`config.mk`:
```
export PLATFORM = sky130hd
export DESIGN_NAME = triangle_span_rasterizer
export DESIGN_NICKNAME = d
export VERILOG_FILES = /design/src/sv/tsr_pkg.sv /design/src/sv/tsr_edge_walk.sv /design/src/sv/triangle_span_rasterizer.sv
export SDC_FILE = /design/constraint.sdc
export NUM_CORES = 1
export LEC_CHECK = 0
export ABC_AREA = 1
export BUFFER_PORTS_ARGS = -buffer_cell sky130_fd_sc_hd__buf_2
export CAP_MARGIN = 10
export CORE_MARGIN = 3
export CORE_UTILIZATION = 40
export CTS_CLUSTER_SIZE = 24
export DETAILED_ROUTE_END_ITERATION = 10
export MAX_ROUTING_LAYER = met4
export RECOVER_POWER = 50
export SYNTH_ARGS = -nofsm -noshare
export SYNTH_HDL_FRONTEND = slang
export SYNTH_SLANG_ARGS = --single-unit
export TNS_END_PERCENT = 1
```
`constraint.sdc`:
```
create_clock -name i_clk -period 6.5 [get_ports i_clk]
set_input_delay 0.65 -clock i_clk [delete_from_list [all_inputs] [get_ports i_clk]]
set_output_delay 0.65 -clock i_clk [all_outputs]
set_load 0.02 [all_outputs]
```
`src/sv/tsr_pkg.sv`:
```
// Shared types and constants for the triangle span rasterizer.
// No dependencies; imported by tsr_edge_walk and triangle_span_rasterizer.
package tsr_pkg;

    localparam int COORD_W       = 6;   // vertex and span coordinate width
    localparam int DEF_TILE_ROWS = 64;  // default tile height in rows
    localparam int ERR_W         = 9;   // Bresenham error term, signed

    typedef logic [COORD_W-1:0]      t_coord;
    typedef logic signed [ERR_W-1:0] t_err;

    // Current pixel of an edge walk and whether it is the final one
    typedef struct packed {
        t_coord x;
        t_coord y;
        logic   last;
    } t_walk_pix;

    // One row of the span store
    typedef struct packed {
        t_coord left;
        t_coord right;
    } t_span;

    // Edge being walked
    typedef enum logic [1:0] {
        EDGE_AB = 2'd0,
        EDGE_BC = 2'd1,
        EDGE_CA = 2'd2
    } t_edge;

endpackage

```
`src/sv/tsr_edge_walk.sv`:
```
// Bresenham edge stepper: loads two endpoints and steps one pixel per request.
// Depends on tsr_pkg.
module tsr_edge_walk
    import tsr_pkg::*;
(
    input  logic      i_clk,
    input  logic      i_load,
    input  logic      i_step,
    input  t_coord    i_x0,
    input  t_coord    i_y0,
    input  t_coord    i_x1,
    input  t_coord    i_y1,
    output t_walk_pix o_pix
);

    t_coord adx;
    t_coord ady;
    logic   horiz;
    logic   swap;
    t_coord sx0;
    t_coord sy0;
    t_coord sx1;
    t_coord sy1;
    t_coord major;
    t_coord minor;
    logic   minor_neg;
    t_err   p_init;

    t_coord r_x;
    t_coord r_y;
    t_coord r_cnt;
    t_err   r_p;
    t_err   r_inc_step;
    t_err   r_inc_hold;
    logic   r_horiz;
    logic   r_neg;

    t_coord n_minor;

    // Orient the edge: lowest major coordinate first
    always_comb begin
        adx   = (i_x0 > i_x1) ? i_x0 - i_x1 : i_x1 - i_x0;
        ady   = (i_y0 > i_y1) ? i_y0 - i_y1 : i_y1 - i_y0;
        horiz = adx > ady;
        swap  = horiz ? (i_x0 > i_x1) : (i_y0 > i_y1);
        sx0   = swap ? i_x1 : i_x0;
        sy0   = swap ? i_y1 : i_y0;
        sx1   = swap ? i_x0 : i_x1;
        sy1   = swap ? i_y0 : i_y1;
        major = horiz ? sx1 - sx0 : sy1 - sy0;
        minor = horiz ? ady : adx;
        minor_neg = horiz ? (sy1 < sy0) : (sx1 < sx0);
        p_init = t_err'({minor, 1'b0}) - t_err'(major);
    end

    always_comb begin
        if (r_horiz) begin
            n_minor = r_neg ? r_y - 1'b1 : r_y + 1'b1;
        end else begin
            n_minor = r_neg ? r_x - 1'b1 : r_x + 1'b1;
        end
    end

    always_ff @(posedge i_clk) begin
        if (i_load) begin
            r_x        <= sx0;
            r_y        <= sy0;
            r_cnt      <= major;
            r_p        <= p_init;
            r_inc_hold <= t_err'({minor, 1'b0});
            r_inc_step <= t_err'({minor, 1'b0}) - t_err'({major, 1'b0});
            r_horiz    <= horiz;
            r_neg      <= minor_neg;
        end else if (i_step) begin
            r_cnt <= r_cnt - 1'b1;
            // advance the major axis; move the minor axis when the error allows
            if (r_horiz) begin
                r_x <= r_x + 1'b1;
                if (!r_p[ERR_W-1]) begin
                    r_y <= n_minor;
                end
            end else begin
                r_y <= r_y + 1'b1;
                if (!r_p[ERR_W-1]) begin
                    r_x <= n_minor;
                end
            end
            r_p <= r_p + (r_p[ERR_W-1] ? r_inc_hold : r_inc_step);
        end
    end

    assign o_pix.x    = r_x;
    assign o_pix.y    = r_y;
    assign o_pix.last = (r_cnt == '0);

endmodule

```
`src/sv/triangle_span_rasterizer.sv`:
```
// Top level of the triangle span rasterizer: sequencer, span store, output register.
// Depends on tsr_pkg and tsr_edge_walk.
//
//  channel  | direction | handshake        | payload
//  ---------+-----------+------------------+--------------------------------
//  triangle | in        | i_valid, o_stall | i_ax i_ay i_bx i_by i_cx i_cy
//  span     | out       | o_valid, i_stall | o_row o_left_x o_right_x o_last
//
// One triangle at a time. Each edge has a setup state, then each pixel is read and
// then updated in the span store (a row memory with one write port and one
// registered read port). The row scan then visits each row up to the bottom row,
// fetching and emitting each stored span; a span waits in emit under i_stall.
// o_stall is high from the transfer of a triangle until its last span is taken,
// or until the walk ends if no pixel of the triangle fell inside the tile.
// Reset (synchronous, active low) returns the sequencer to idle and drops any
// pending span; the row valid bits are cleared at the start of every triangle.
module triangle_span_rasterizer
    import tsr_pkg::*;
#(
    parameter int TILE_ROWS = DEF_TILE_ROWS
) (
    input  logic   i_clk,
    input  logic   i_rst_n,
    input  logic   i_valid,
    output logic   o_stall,
    input  t_coord i_ax,
    input  t_coord i_ay,
    input  t_coord i_bx,
    input  t_coord i_by,
    input  t_coord i_cx,
    input  t_coord i_cy,
    output logic   o_valid,
    input  logic   i_stall,
    output t_coord o_row,
    output t_coord o_left_x,
    output t_coord o_right_x,
    output logic   o_last
);

    localparam int ROW_W = (TILE_ROWS > 1) ? $clog2(TILE_ROWS) : 1;

    typedef logic [ROW_W-1:0] t_row;

    typedef enum logic [6:0] {
        S_IDLE  = 7'b0000001,
        S_LOAD  = 7'b0000010,
        S_READ  = 7'b0000100,
        S_WRITE = 7'b0001000,
        S_SCAN  = 7'b0010000,
        S_FETCH = 7'b0100000,
        S_EMIT  = 7'b1000000
    } t_state;

    // Control registers
    t_state               r_state;
    t_state               n_state;
    t_edge                r_edge;
    t_edge                n_edge;
    t_row                 r_row;
    t_row                 n_row;
    t_row                 r_max_row;
    t_row                 n_max_row;
    logic                 r_any;
    logic                 n_any;
    logic [TILE_ROWS-1:0] r_valid;
    logic [TILE_ROWS-1:0] n_valid;
    logic                 r_out_valid;
    logic                 n_out_valid;

    // Payload registers
    t_coord r_vx [3];
    t_coord r_vy [3];
    t_span  r_rd;
    t_coord r_out_row;
    t_coord r_out_left;
    t_coord r_out_right;
    logic   r_out_last;

    // Span store
    t_span  mem [TILE_ROWS];
    logic   rd_en;
    t_row   rd_addr;
    logic   wr_en;
    t_span  wr_data;

    // Edge walker hookup
    t_coord    e_x0;
    t_coord    e_y0;
    t_coord    e_x1;
    t_coord    e_y1;
    logic      edge_empty;
    logic      walk_load;
    logic      walk_step;
    t_walk_pix pix;
    t_row      pix_row;
    logic      in_tile;
    logic      next_edge;
    logic      accept;

    assign o_stall = (r_state != S_IDLE);
    assign accept  = i_valid && !o_stall;

    // Select the endpoints of the edge in hand
    always_comb begin
        unique case (r_edge)
            EDGE_AB: begin
                e_x0 = r_vx[0]; e_y0 = r_vy[0]; e_x1 = r_vx[1]; e_y1 = r_vy[1];
            end
            EDGE_BC: begin
                e_x0 = r_vx[1]; e_y0 = r_vy[1]; e_x1 = r_vx[2]; e_y1 = r_vy[2];
            end
            EDGE_CA: begin
                e_x0 = r_vx[2]; e_y0 = r_vy[2]; e_x1 = r_vx[0]; e_y1 = r_vy[0];
            end
            default: begin
                e_x0 = r_vx[0]; e_y0 = r_vy[0]; e_x1 = r_vx[1]; e_y1 = r_vy[1];
            end
        endcase
    end

    // A zero-length edge touches nothing
    assign edge_empty = (e_x0 == e_x1) && (e_y0 == e_y1);

    tsr_edge_walk u_walk (
        .i_clk  (i_clk),
        .i_load (walk_load),
        .i_step (walk_step),
        .i_x0   (e_x0),
        .i_y0   (e_y0),
        .i_x1   (e_x1),
        .i_y1   (e_y1),
        .o_pix  (pix)
    );

    // Pixels on rows past the tile are dropped
    assign in_tile = (7'(pix.y) < 7'(TILE_ROWS));
    assign pix_row = pix.y[ROW_W-1:0];

    // Widen the stored span of the pixel's row, or open it if the row is new
    always_comb begin
        if (r_valid[pix_row]) begin
            wr_data.left  = (r_rd.left < pix.x)  ? r_rd.left  : pix.x;
            wr_data.right = (r_rd.right > pix.x) ? r_rd.right : pix.x;
        end else begin
            wr_data.left  = pix.x;
            wr_data.right = pix.x;
        end
    end

    // Sequencer
    always_comb begin
        n_state     = r_state;
        n_edge      = r_edge;
        n_row       = r_row;
        n_max_row   = r_max_row;
        n_any       = r_any;
        n_valid     = r_valid;
        n_out_valid = r_out_valid;
        walk_load   = 1'b0;
        walk_step   = 1'b0;
        rd_en       = 1'b0;
        rd_addr     = r_row;
        wr_en       = 1'b0;
        next_edge   = 1'b0;

        unique case (r_state)
            S_IDLE: begin
                if (accept) begin
                    n_state = S_LOAD;
                    n_edge  = EDGE_AB;
                    n_valid = '0;
                    n_any   = 1'b0;
                end
            end
            S_LOAD: begin
                walk_load = 1'b1;
                if (edge_empty) begin
                    next_edge = 1'b1;
                end else begin
                    n_state = S_READ;
                end
            end
            S_READ: begin
                rd_en   = in_tile;
                rd_addr = pix_row;
                n_state = S_WRITE;
            end
            S_WRITE: begin
                if (in_tile) begin
                    wr_en            = 1'b1;
                    n_valid[pix_row] = 1'b1;
                    n_any            = 1'b1;
                    if (!r_any || (pix_row > r_max_row)) begin
                        n_max_row = pix_row;
                    end
                end
                if (pix.last) begin
                    next_edge = 1'b1;
                end else begin
                    walk_step = 1'b1;
                    n_state   = S_READ;
                end
            end
            S_SCAN: begin
                if (r_valid[r_row]) begin
                    rd_en   = 1'b1;
                    n_state = S_FETCH;
                end else begin
                    n_row = r_row + 1'b1;
                end
            end
            S_FETCH: begin
                n_out_valid = 1'b1;
                n_state     = S_EMIT;
            end
            S_EMIT: begin
                // hold the span until the transfer completes
                if (!i_stall) begin
                    n_out_valid = 1'b0;
                    if (r_out_last) begin
                        n_state = S_IDLE;
                    end else begin
                        n_row   = r_row + 1'b1;
                        n_state = S_SCAN;
                    end
                end
            end
            default: begin
                n_state = S_IDLE;
            end
        endcase

        // Advance to the following edge, or start the row scan after the third
        if (next_edge) begin
            if (r_edge == EDGE_CA) begin
                n_row   = '0;
                n_state = n_any ? S_SCAN : S_IDLE;
            end else begin
                n_edge  = t_edge'(r_edge + 2'd1);
                n_state = S_LOAD;
            end
        end
    end

    always_ff @(posedge i_clk) begin
        if (!i_rst_n) begin
            r_state     <= S_IDLE;
            r_edge      <= EDGE_AB;
            r_row       <= '0;
            r_max_row   <= '0;
            r_any       <= 1'b0;
            r_valid     <= '0;
            r_out_valid <= 1'b0;
        end else begin
            r_state     <= n_state;
            r_edge      <= n_edge;
            r_row       <= n_row;
            r_max_row   <= n_max_row;
            r_any       <= n_any;
            r_valid     <= n_valid;
            r_out_valid <= n_out_valid;
        end
    end

    // Capture the triangle on transfer
    always_ff @(posedge i_clk) begin
        if (accept) begin
            r_vx[0] <= i_ax;
            r_vy[0] <= i_ay;
            r_vx[1] <= i_bx;
            r_vy[1] <= i_by;
            r_vx[2] <= i_cx;
            r_vy[2] <= i_cy;
        end
    end

    // Span store: one write port, one registered read port
    always_ff @(posedge i_clk) begin
        if (wr_en) begin
            mem[pix_row] <= wr_data;
        end
        if (rd_en) begin
            r_rd <= mem[rd_addr];
        end
    end

    // Output register, loaded from the registered row read in the fetch state
    always_ff @(posedge i_clk) begin
        if (r_state == S_FETCH) begin
            r_out_row   <= COORD_W'(r_row);
            r_out_left  <= r_rd.left;
            r_out_right <= r_rd.right;
            r_out_last  <= (r_row == r_max_row);
        end
    end

    assign o_valid   = r_out_valid;
    assign o_row     = r_out_row;
    assign o_left_x  = r_out_left;
    assign o_right_x = r_out_right;
    assign o_last    = r_out_last;

    // A span is only offered from the emit state
    a_valid_in_emit: assert property (@(posedge i_clk) disable iff (!i_rst_n)
        r_out_valid |-> (r_state == S_EMIT))
        else $error("span offered outside emit state");

    // No new triangle is taken while a span is pending
    a_no_accept_pending: assert property (@(posedge i_clk) disable iff (!i_rst_n)
        !o_stall |-> !r_out_valid)
        else $error("input open while a span is pending");

    // Every triangle starts with an empty span store
    a_clear_on_accept: assert property (@(posedge i_clk) disable iff (!i_rst_n)
        accept |=> (r_valid == '0) && (r_state == S_LOAD))
        else $error("row valid bits not cleared on triangle transfer");

    // The last span of a triangle returns the block to idle
    a_last_to_idle: assert property (@(posedge i_clk) disable iff (!i_rst_n)
        (o_valid && !i_stall && o_last) |=> (r_state == S_IDLE))
        else $error("block not idle after final span");

endmodule
```
==> flow_metrics.tcl <==
set metrics [dict create \
    clk_pin_slew_ps 60 \
    vias 29900 \
    drt_iter0_markers 3136 \
    max_stage_delay_ps 360 \
    cts_num_sinks 963 \
    failed_checks "capacitance limit, slew limit" \
    placedCellCount 5042 \
    ir_drop_uv 715 \
    pwr-share-clk_pct 25.3 \
    die_width_um 331 \
    hold_viol 0 \
    coreArea_sq_um 104000 \
    viasPerCell 5.69 \
    rows 118 \
    dpl.hpwl_mm 68.1 \
    grt_max_degree 207 \
    crit_fanout 6 \
    first_pass_iters 6 \
    intPower_mw 14.8 \
    cts_tree "yes" \
    num_io_pins 61 \
    status "finished, violations left" \
    cp.required_ps 6890 \
    grt_pass1_wl_mm 175 \
    die-area_sq_um 110000 \
    fmax_mhz 163 \
    clockBufferDepth 3 \
    synth_cells 3677 \
    wl_per_cell_um 22.2 \
    combPwrFrac_pct 41.9 \
    p_leak_nw 16.1 \
    wl_mm 117 \
    period_share_pct 94.6 \
    finClkSkew_ps 49.2 \
    tightest_slew_ps 2210 \
    grt_pass1_vias 28200 \
    cts_buffers 100 \
    cp.arrival_ps 6540 \
    r2r_cells 41 \
    cp-end-kind "flop" \
    criticalPathCategory "flop to flop" \
    fin_tns_setup_ps 0 \
    switching_share_pct 36.1 \
    hold_path.class "input port to flop" \
    synth-edff-count 876 \
    finalSetupViolCount 0 \
    cts_max_level 3 \
    start_util_pct 40.6 \
    fin_util_pct 46.5 \
    grt_remaining_overflow 0 \
    maxCapViolCount 33 \
    critPathSlowestCell "fa_2" \
    synth_cell_types 66 \
    seq_area_frac_synth_pct 66.2 \
    routabilityCongestion 0.910 \
    drive_above_1_share_pct 13.0 \
    finalPower_mw 23.1 \
    async_flop_share_pct 0 \
    period_needed_ps 6150 \
    ys_ff_latch 963 \
    die_y_um 331 \
    ant_nets 0 \
    critPathLaunchType "flop" \
    fin_cells 5250 \
    track_usage_pct 21.1 \
    switchingPower_mw 8.35 \
    slew_viol_final 507 \
    nets 3900 \
    seqPwrFrac_pct 32.7 \
    synth-main-ff-cell "edfxtp_1" \
    hold_path_depth 1 \
    crit_top_cell "nand2_2" \
    cts_root_buffer "clkbuf_16" \
    yosys_warnings 0 \
    synth_area_per_cell_sq_um 11.5 \
    insertion_delay_ps 680 \
    area_growth_syn_to_layout_pct 14.6 \
    io_buffers 60 \
    antenna_found_initial 1 \
    cellPowerDensity_nw_per_um2 476 \
    drc 0 \
    mappedNetlistNets 3793 \
    slew_headroom_pct -47.6 \
    syn-cell-area_sq_um 42400 \
]
[state kept, by name, indices dropped and copies added (netlist names), 6 cells and up, named ones only]
signal,cells
mem,768
r_valid,64
r_vx,18
r_vy,18
r_rd,12
u_walk.r_p,8
r_state,7
u_walk.r_inc_step,7
o_left_x,6
o_right_x,6
o_row,6
r_max_row,6
r_row,6
u_walk.r_cnt,6
u_walk.r_inc_hold,6
u_walk.r_x,6
u_walk.r_y,6
[critical path, delay by kind of cell, from the launching register on]
| family | cells | cell delay [ps] |
|---|---|---|
| adders and majority gates | 6 | 1600 |
| DFF | 1 | 350 |
| and+or+nand+nor | 18 | 1730 |
| AOI/OAI and AO/OA | 10 | 1370 |
| buffers and inverters | 5 | 310 |
| muxes | 1 | 340 |
| xor gates and xnor gates | 1 | 150 |
[cell usage after synthesis, drive strengths merged (72+ instances only)]
master | number | area, sq um
dfxtp | 87 | 1740
nand3 | 166 | 888
o221ai | 100 | 876
buf | 72 | 414
o211ai | 117 | 878
nand2 | 275 | 1150
nor3 | 76 | 402
edfxtp | 876 | 26300
a21oi | 101 | 513
nor2 | 539 | 2050
clkbuf | 164 | 616
o22ai | 127 | 795
inv | 186 | 701
o21ai | 537 | 2710
[kinds of logic after synthesis]
logic type	Yosys count	synth area share, %
adder cells (fa/ha/maj)	76	2.37
XOR/XNOR	28	0.579
multiplexers	3	0.0738
flip-flops	963	66.2
AND/OR/NAND/NOR	1094	11.3
buffers and inverters	436	4.21
AO/OA/AOI/OAI	1077	15.3
[layout by cell type, fill, tap and decap left out, types with 7 or more instances in the layout]
master	n
o21ai_0	480
nand2_1	242
o21ai_2	13
buf_4	128
buf_2	38
clkinv_1	24
nor2_1	526
o211ai_1	117
dfxtp_1	85
nand3_1	151
nand2_2	24
o22ai_1	127
a31oi_1	40
o41ai_1	7
a21oi_2	7
buf_6	8
clkbuf_16	100
buf_12	7
nand4_1	19
nor2_2	10
nand3_2	14
o21ai_1	28
nor3_1	69
clkbuf_1	78
o221ai_1	100
edfxtp_1	876
o21ai_4	16
xor2_1	20
clkbuf_8	10
bufinv_16	11
clkinv_2	19
clkinvlp_4	7
ha_1	59
o31ai_1	10
a21oi_1	94
inv_1	157
inv_2	24
[metal layers]
layer | share of wire (%) | vias to the layer above | GRT usage (%)
met5 | 0 | - | -
met4 | 2.8 | 0 | 6.72
met3 | 7.6 | 204 | 2.97
met2 | 46 | 1208 | 32.0
met1 | 44 | 14600 | 29.5
li1 | - | 13800 | -
[power groups by stage]
stage	sequential, mW	combinational [mW]	clock, mW
2_1_floorplan	7.70	5.42	0
6_report	7.57	9.69	5.86
3_5_place_dp	7.69	8.68	0
5_1_grt	7.58	10.7	6.20
4_1_cts	7.56	9.00	5.93
3_3_place_gp	7.69	8.67	0
[what timing repair did]
| item | in CTS | in global routing |
|---|---|---|
| setup buffers | 4 | 11 |
| gates resized for setup | 17 | 71 |
| pin swaps | 9 | 43 |
| endpoints found under the setup margin | 6 | 12 |
| endpoints found under the hold margin | 0 | 0 |
| hold buffers | 0 | 0 |
[stage by stage]
stage,area [sq um],hold slack [ps],setup slack [ps]
after floorplan,42400,406,26.3
after global placement,45200,455,-67.5
after detailed placement,45200,463,-197
after CTS,48700,132,17.7
after global routing,48600,143,-16.1
final,48600,166,353
[path summary, 6_finish.rpt]
check / startpoint / endpoint / slack [ps]
worst min register to register: r_valid[45] / r_valid[45] / 470
worst min-delay path: i_ax[1] / r_vx[0][1] / 170
worst max-delay path: flop / u_walk.r_p[6] / 350
worst max register to register: flop / u_walk.r_p[6] / 350
[cell type report]
type / instances / area [sq um]
diodes: 1 / 2.50
inverters: 200 / 773
repair buffers: 241 / 1630
flip-flops and latches: 963 / 28000
clock buffers: 130 / 2720
fillers: 9376 / 55800
clock inverters: 57 / 683
multi-input cells: 2278 / 13000
well taps: 1380 / 1730
Note: power is estimated with default switching activity, not from simulation.
